### src/rtl/cpr_pkg.sv
// shared types and constants for the command packet receiver
package cpr_pkg;

    localparam int unsigned BYTE_W        = 8;
    localparam int unsigned WORD_W        = 16;
    localparam int unsigned COUNT_W       = 9;
    localparam int unsigned INDEX_W       = 7;
    localparam int unsigned CFG_INDEX_W   = 1;

    localparam logic [COUNT_W-1:0] FULL_PACKET_BYTES = 9'd256;

    localparam logic [CFG_INDEX_W-1:0] CFG_WRITE_CMD  = 1'b0;
    localparam logic [CFG_INDEX_W-1:0] CFG_STATUS_CMD = 1'b1;

    localparam logic [BYTE_W-1:0] WRITE_CMD_RESET  = 8'd1;
    localparam logic [BYTE_W-1:0] STATUS_CMD_RESET = 8'd2;

    localparam logic FUNC_RX_BYTE  = 1'b0;
    localparam logic FUNC_TX_EMPTY = 1'b1;

    localparam logic KIND_WRITE  = 1'b0;
    localparam logic KIND_STATUS = 1'b1;

    typedef enum logic [1:0] {
        PH_CMD  = 2'd0,
        PH_LEN  = 2'd1,
        PH_DATA = 2'd2
    } t_cpr_phase;

    typedef struct packed {
        logic              func;
        logic [BYTE_W-1:0] rx_byte;
        logic [BYTE_W-1:0] app_status;
    } t_cpr_in;

    typedef struct packed {
        logic               tx_load;
        logic [BYTE_W-1:0]  tx_byte;
        logic               word_write;
        logic [INDEX_W-1:0] word_index;
        logic [WORD_W-1:0]  word_value;
        logic               packet_done;
        logic               packet_kind;
        logic [COUNT_W-1:0] packet_bytes;
        logic               final_packet;
        logic               command_error;
    } t_cpr_out;

    typedef struct packed {
        t_cpr_phase         phase;
        logic [COUNT_W-1:0] expected_bytes;
        logic [COUNT_W-1:0] received_bytes;
        logic [BYTE_W-1:0]  held_low_byte;
        logic               last_length_nonzero;
    } t_cpr_state;

    typedef struct packed {
        logic [BYTE_W-1:0] write_cmd;
        logic [BYTE_W-1:0] status_cmd;
    } t_cpr_cfg;

endpackage

### src/rtl/cpr_framer.sv
// per-transaction framing logic: result and next receive state
module cpr_framer import cpr_pkg::*; (
    input  t_cpr_in    i_in,
    input  t_cpr_state i_state,
    input  t_cpr_cfg   i_cfg,
    output t_cpr_out   o_result,
    output t_cpr_state o_state
);

    logic [COUNT_W-1:0] rcv_inc;
    logic               in_range;
    logic               emit;
    logic [WORD_W-1:0]  word;
    logic               done_data;

    assign rcv_inc  = i_state.received_bytes + COUNT_W'(1);
    assign in_range = (i_state.received_bytes < i_state.expected_bytes);

    always_comb begin
        o_result = '0;
        o_state  = i_state;
        emit      = 1'b0;
        word      = '0;
        done_data = 1'b0;

        if (i_in.func == FUNC_TX_EMPTY) begin
            o_result.tx_load = 1'b1;
            o_result.tx_byte = i_in.app_status;
        end else begin
            unique case (i_state.phase)
                PH_CMD: begin
                    if (i_in.rx_byte == i_cfg.write_cmd) begin
                        o_state.phase = PH_LEN;
                    end else if (i_in.rx_byte == i_cfg.status_cmd) begin
                        o_result.tx_load     = 1'b1;
                        o_result.tx_byte     = i_in.app_status;
                        o_result.packet_done = 1'b1;
                        o_result.packet_kind = KIND_STATUS;
                    end else begin
                        o_result.command_error = 1'b1;
                    end
                end
                PH_LEN: begin
                    o_state.expected_bytes      = (i_in.rx_byte == '0) ? FULL_PACKET_BYTES
                                                  : COUNT_W'(i_in.rx_byte);
                    o_state.last_length_nonzero = (i_in.rx_byte != '0);
                    o_state.received_bytes      = '0;
                    o_state.phase               = PH_DATA;
                end
                PH_DATA: begin
                    if (in_range) begin
                        if (!i_state.received_bytes[0]) begin
                            o_state.held_low_byte = i_in.rx_byte;
                            if (rcv_inc >= i_state.expected_bytes) begin
                                emit = 1'b1;
                                word = WORD_W'(i_in.rx_byte);
                            end
                        end else begin
                            emit = 1'b1;
                            word = {i_in.rx_byte, i_state.held_low_byte};
                        end
                        o_state.received_bytes = rcv_inc;
                    end
                    done_data = (o_state.received_bytes >= i_state.expected_bytes);
                    if (done_data) begin
                        o_state.phase = PH_CMD;
                    end
                    o_result.word_write  = emit;
                    o_result.word_index  = emit ? i_state.received_bytes[INDEX_W:1] : '0;
                    o_result.word_value  = word;
                    o_result.packet_done = done_data;
                    o_result.packet_kind = KIND_WRITE;
                    if (emit || done_data) begin
                        o_result.packet_bytes = i_state.expected_bytes;
                        o_result.final_packet = i_state.last_length_nonzero;
                    end
                end
                default: begin
                    o_state.phase = PH_CMD;
                end
            endcase
        end
    end

endmodule

### src/rtl/command_packet_receiver_unit.sv
// top level of the command packet receiver
//
// input channel: one event per transaction (received byte or transmit-empty),
// with the application status byte offered alongside
// output channel: exactly one result transaction per input transaction
// config port: write enable, register index and data; write only while idle
// latency: a result is presented one cycle after its input transaction
// throughput: one transaction per cycle, set by the single framing stage
// between the receive state registers and the output register
// the output register takes a new result in the same cycle its old one
// leaves, so o_in_stall is high only while a result waits under i_out_stall
// reset: waits for a command byte, counters and held byte clear, command
// codes return to 1 (write) and 2 (status), no result pending
// receiver stall: the result holds and input is stalled until it is taken
module command_packet_receiver_unit import cpr_pkg::*; (
    input  logic                   i_clk,
    input  logic                   i_rst_n,
    input  logic                   i_cfg_we,
    input  logic [CFG_INDEX_W-1:0] i_cfg_index,
    input  logic [BYTE_W-1:0]      i_cfg_data,
    input  logic                   i_in_valid,
    output logic                   o_in_stall,
    input  t_cpr_in                i_in_data,
    output logic                   o_out_valid,
    input  logic                   i_out_stall,
    output t_cpr_out               o_out_data
);

    t_cpr_cfg   r_cfg;
    t_cpr_state r_state;
    t_cpr_state n_state;
    t_cpr_out   n_result;
    t_cpr_out   r_out_data;
    logic       r_out_valid;
    logic       in_accept;

    assign o_in_stall  = r_out_valid && i_out_stall;
    assign in_accept   = i_in_valid && !o_in_stall;
    assign o_out_valid = r_out_valid;
    assign o_out_data  = r_out_data;

    cpr_framer u_framer (
        .i_in     (i_in_data),
        .i_state  (r_state),
        .i_cfg    (r_cfg),
        .o_result (n_result),
        .o_state  (n_state)
    );

    always_ff @(posedge i_clk) begin
        if (!i_rst_n) begin
            r_cfg.write_cmd  <= WRITE_CMD_RESET;
            r_cfg.status_cmd <= STATUS_CMD_RESET;
        end else if (i_cfg_we) begin
            unique case (i_cfg_index)
                CFG_WRITE_CMD:  r_cfg.write_cmd  <= i_cfg_data;
                CFG_STATUS_CMD: r_cfg.status_cmd <= i_cfg_data;
                default: ;
            endcase
        end
    end

    always_ff @(posedge i_clk) begin
        if (!i_rst_n) begin
            r_state     <= '{phase: PH_CMD, default: '0};
            r_out_valid <= 1'b0;
        end else begin
            if (in_accept) begin
                r_state <= n_state;
            end
            if (in_accept) begin
                r_out_valid <= 1'b1;
            end else if (!i_out_stall) begin
                r_out_valid <= 1'b0;
            end
        end
    end

    always_ff @(posedge i_clk) begin
        if (in_accept) begin
            r_out_data <= n_result;
        end
    end

    a_stall_only_when_full: assert property (@(posedge i_clk) disable iff (!i_rst_n)
        o_in_stall |-> r_out_valid)
        else $error("input stalled with empty output register");

    a_accept_gives_result: assert property (@(posedge i_clk) disable iff (!i_rst_n)
        in_accept |=> r_out_valid)
        else $error("accepted transaction produced no result");

    a_data_count_bounded: assert property (@(posedge i_clk) disable iff (!i_rst_n)
        (r_state.phase == PH_DATA) |-> (r_state.received_bytes < r_state.expected_bytes))
        else $error("data phase with byte count at or beyond packet length");

    a_word_has_length: assert property (@(posedge i_clk) disable iff (!i_rst_n)
        (r_out_valid && r_out_data.word_write) |-> (r_out_data.packet_bytes != '0))
        else $error("word emitted without packet length");

    a_status_reply_loads_tx: assert property (@(posedge i_clk) disable iff (!i_rst_n)
        (r_out_valid && r_out_data.packet_done && r_out_data.packet_kind == KIND_STATUS)
        |-> r_out_data.tx_load)
        else $error("status request completed without transmit load");

endmodule

### config.mk
export PLATFORM = sky130hd
export DESIGN_NAME = command_packet_receiver_unit
export DESIGN_NICKNAME = d
export VERILOG_FILES = /design/src/rtl/cpr_pkg.sv /design/src/rtl/cpr_framer.sv /design/src/rtl/command_packet_receiver_unit.sv
export SDC_FILE = /design/constraint.sdc
export NUM_CORES = 1
export LEC_CHECK = 0
export BUFFER_PORTS_ARGS = -buffer_cell sky130_fd_sc_hd__buf_4
export CORE_MARGIN = 2
export CORE_UTILIZATION = 43
export DETAILED_ROUTE_END_ITERATION = 8
export GPL_ROUTABILITY_DRIVEN = 0
export PLACE_DENSITY_LB_ADDON = 0.3
export SETUP_SLACK_MARGIN = 0.1
export SLEW_MARGIN = 20
export SYNTH_ARGS = -nofsm -noshare
export SYNTH_HDL_FRONTEND = slang
export SYNTH_SLANG_ARGS = --single-unit
### constraint.sdc
create_clock -name i_clk -period 9.2 [get_ports i_clk]
set_input_delay 0.46 -clock i_clk [delete_from_list [all_inputs] [get_ports i_clk]]
set_output_delay 0.46 -clock i_clk [all_outputs]
set_load 0.05 [all_outputs]
==> results.txt <==
----------------------------------------------------
[Run status]
  Status ... finished clean

[Logic synthesis]
  Syn Std Cell Area ... ~0.0047 mm^2
  Ranking of synthesized cells by area ... sky130_fd_sc_hd__edfxtp_1, sky130_fd_sc_hd__dfxtp_1, sky130_fd_sc_hd__ha_1, sky130_fd_sc_hd__nand2_1, sky130_fd_sc_hd__xnor2_1
  Syn Nets ... between 500 and 600
  Synth Flop Type ... sky130_fd_sc_hd__edfxtp_1
  Synth cell types ... 46
  Count of synthesis-stage warnings from yosys ... 0
  Area leader, netlist ... sky130_fd_sc_hd__edfxtp_1
  Proportion of register bits with asynchronous set or reset after synthesis ... 0
  Share of synthesized area occupied by flip-flops and latches ... 0.491
  Synth top area share ... 0.294
  Number of synthesized register bits ... around 90
  Synthesized instance count ... 481
  Post-synth EDFFs ... 46
  Per-instance average area after synthesis ... ~9.8 um^2

[STA]
  Max Fclk ... between 0.2 and 0.25 GHz
  Minimum hold slack ... 318 ps
  Aggregate negative setup slack ... 0 ps
  Final Critical Period ... between 4000 and 5000 ps
  Total count of hold-check failures in the final report ... 0
  Pins Over Slew Limit ... 0
  Setup-violating endpoint count in the final report ... 0
  Worst relative slew slack ... 0.283
  Worst Clk Skew ... around 15 ps
  Post-route fraction of the period consumed by the critical path ... 0.488
  Measured slew at the worst slew-check pin ... around 1100 ps
  RSZ-0062 raised after global routing ... false

[CTS]
  Number of post-CTS setup repair buffers ... 0
  Post-cts hold buffer count ... 0
  CTS tree ... yes
  Clk pin slew, worst setup/hold paths ... 90 ps
  Clk buf depth ... 2
  Cell at the root of the clock tree ... sky130_fd_sc_hd__clkbuf_8
  Source-to-sink clock delay at the later pin of the worst-skew pair ... roughly 360 ps
  CTS resizes ... 0
  H-tree levels ... 3
  Clock tree sinks ... 92
  Inserted Clock Buffers ... 9

[Global routing]
  Routing usage on met3 ... 0.0307
  Gr ovfl total ... 0
  Initial antenna violation count ... 0
  Met1 Resource Use GR ... 0.250
  Maximum number of pins on one net before global-route repair ... 45
  Routing usage on met2 ... 0.305
  Via count of the first global-routing pass ... ~3400
  Global-route wire length before repair ... about 17 mm
  GRT Resource Usage Total ... 0.188
  Layer with the highest usage after global routing ... met2

[Critical path]
  Worst R2R Setup Slack ... ~4700 ps
  Required time worst endpoint ... 9310 ps
  Cell type with the highest occurrence count on the critical path ... sky130_fd_sc_hd__ha_1
  Crit path largest cell delay ... between 600 and 700 ps
  Critical path capture point type ... flip-flop
  Worst reg2reg path depth ... 16
  Critical Setup Path Class ... flip-flop to flip-flop
  Worst EP arrival ... roughly 4600 ps
  Origin of the worst setup path ... r_state[9]
  Slowest cell on the critical path ... sky130_fd_sc_hd__dfxtp_1
  Cell Chain, Critical Path ... clkinv_1 -> ha_1 -> nor2b_1 -> o211ai_1 -> a211o_1 -> nand2_1 -> inv_2 -> ha_1 -> inv_1 -> ha_1 -> nand2b_1 -> a41oi_1 -> nor3b_1 -> or2_2 -> o221a_2 -> and2_1
  CP endpoint ... o_out_data[8]
  Reg2reg end ... o_out_data[8]
  Critical path launch point type ... flip-flop
  Launching point of the worst reg2reg path ... r_state[9]
  Crit Path Max Fanout ... 19

[Detailed routing]
  Routed vias ... roughly 3700
  DRT Pass-1 Iters ... 5
  Post-route DRC ... 0
  Wire length after detailed routing ... between 10 and 15 mm
  Remaining number of nets flagged by the antenna check after routing ... 0
  Violation count after the first detailed-routing iteration ... approximately 270
  Number of vias per cell ... ~5.4
  Average wire per cell in the routed design ... approximately 15 um

[Place]
  Placed instance area ... between 0.005 and 0.006 mm^2
  Placed wire-length estimate after detailed placement ... approximately 7.8 mm
  Port bufs ... 78
  DP Cell Count ... ~670

[Floorplan]
  Core region area ... 0.0107 mm^2
  Count of boundary I/O pins ... 79
  X dimension of the die ... around 110 um
  Die Outline Area ... 0.0118 mm^2
  Site row count ... 38
  Initial core utilization ... 0.437
  Die height ... ~110 um

[Finish]
  Layout cell share with drive strength beyond 1 ... 0.183
  Number of nets in the final layout ... 603
  Area growth from synthesis to layout ... 17.8%
  Filler Cells Inserted ... slightly above 1000
  Antenna cells ... 0
  Sequential Area ... around 0.0023 mm^2
  Design area ... 0.00553 mm^2
  Filler-free cell count of the finished design ... slightly below 700
  Area occupied by multi-input gates ... about 0.0022 mm^2

[Pwr]
  Power density over the cells ... around 150 mW/mm^2
  Overall power ... 0.841 mW
  Leakage power ... roughly 2.4 nW
  Maximum ir drop on the vdd rail ... between 0.07 and 0.08 mV

[Worst hold path]
  HP Class ... input pin to flip-flop

[Run]
  Maxcap violations ... 0

----------------------------------------------------
## layout make-up
type / count / share of cell area
multi-input combinational: 339 / 0.392
clock inverter: 5 / 0.0154
inverter: 19 / 0.0129
clock buffer: 11 / 0.0238
timing repair buffer: 79 / 0.107
tap: 140 / 0.0317
sequential: 92 / 0.416
## synth_stat cells (all sizes together), types with 2 or more instances
| cell | count |
|---|---|
| o21ai | 15 |
| o21a | 2 |
| a211oi | 3 |
| inv | 18 |
| and2 | 18 |
| nand2b | 2 |
| a21oi | 35 |
| and3 | 13 |
| edfxtp | 46 |
| nand4 | 8 |
| o211ai | 4 |
| a31oi | 9 |
| nor3b | 2 |
| clkbuf | 24 |
| a21o | 5 |
| buf | 7 |
| ha | 32 |
| xor2 | 7 |
| mux2i | 10 |
| nor2b | 10 |
| o211a | 2 |
| nand2 | 68 |
| nand3 | 37 |
| nor4 | 3 |
| nor2 | 20 |
| dfxtp | 46 |
| xnor2 | 23 |
## sequential cells by signal, indices dropped and copies added (netlist names)
name and cells:
r_cfg 16, o_out_valid 1, r_state 29, o_out_data 46
## stage by stage
stage	setup WS [ps]	utilization
final	4710	0.514
after detailed placement	4800	0.494
after global placement	4950	0.494
after global routing	4420	0.514
after CTS	4770	0.514
after floorplan	5100	-
## layer usage
metal | share of wire | vias up
met5 | 0 | -
met4 | 0.015 | 0
met3 | 0.067 | 10
met2 | 0.48 | 128
met1 | 0.44 | 1740
li1 | - | 1801
## worst max-delay path, delay by kind of cell, from the launching register on
kind	cells	cell delay (ps)
DFF	1	670
and+or+nand+nor	6	1030
adders and majority gates	3	910
buffers and inverters	3	610
AOI/OAI and AO/OA	4	1000
## cells by family (layout without fill, tap and decap cells)
logic type               after synthesis  in the layout  share of synthesized area
flip-flops                            92             92                      0.491
adder cells (fa/ha/maj)               32             32                     0.0853
AND/OR/NAND/NOR                      185            185                      0.193
buffers and inverters                 50            114                     0.0469
XOR/XNOR                              30             30                     0.0560
AO/OA/AOI/OAI                         82             82                      0.107
multiplexers                          10             10                     0.0213
## placed cells by master, fill, tap and decap left out, types with 3 or more instances in the layout
| cell type | n |
|---|---|
| sky130_fd_sc_hd__a211oi_1 | 3 |
| sky130_fd_sc_hd__a21o_1 | 5 |
| sky130_fd_sc_hd__a21oi_1 | 34 |
| sky130_fd_sc_hd__a31oi_1 | 9 |
| sky130_fd_sc_hd__and2_1 | 18 |
| sky130_fd_sc_hd__and3_1 | 13 |
| sky130_fd_sc_hd__buf_4 | 79 |
| sky130_fd_sc_hd__clkbuf_8 | 9 |
| sky130_fd_sc_hd__dfxtp_1 | 46 |
| sky130_fd_sc_hd__edfxtp_1 | 46 |
| sky130_fd_sc_hd__ha_1 | 32 |
| sky130_fd_sc_hd__inv_1 | 16 |
| sky130_fd_sc_hd__mux2i_1 | 10 |
| sky130_fd_sc_hd__nand2_1 | 68 |
| sky130_fd_sc_hd__nand3_1 | 36 |
| sky130_fd_sc_hd__nand4_1 | 8 |
| sky130_fd_sc_hd__nor2_1 | 20 |
| sky130_fd_sc_hd__nor2b_1 | 10 |
| sky130_fd_sc_hd__nor4_1 | 3 |
| sky130_fd_sc_hd__o211ai_1 | 4 |
| sky130_fd_sc_hd__o21ai_0 | 12 |
| sky130_fd_sc_hd__o21ai_1 | 3 |
| sky130_fd_sc_hd__xnor2_1 | 23 |
| sky130_fd_sc_hd__xor2_1 | 7 |
## worst min-delay path by stage
stage                     from           to  slack (ps)  depth (start not counted)
floorplan           r_state[1]   r_state[1]         440                          2
global placement      r_cfg[0]     r_cfg[0]         460                          2
detailed placement    r_cfg[9]     r_cfg[9]         460                          2
CTS                 i_in_valid  o_out_valid         300                          2
global route        i_in_valid  o_out_valid         310                          2
finish              i_in_valid  o_out_valid         320                          2
## where the power goes
group | internal [mW] | leakage, nW | switching [mW] | total [mW]
Sequential | 0.443 | 0.837 | 0.00513 | 0.448
Clock | 0.155 | 0.109 | 0.139 | 0.294
Combinational | 0.0316 | 1.41 | 0.0667 | 0.0983
Total | 0.630 | 2.35 | 0.211 | 0.841
Note: power is estimated with default switching activity, not from simulation.
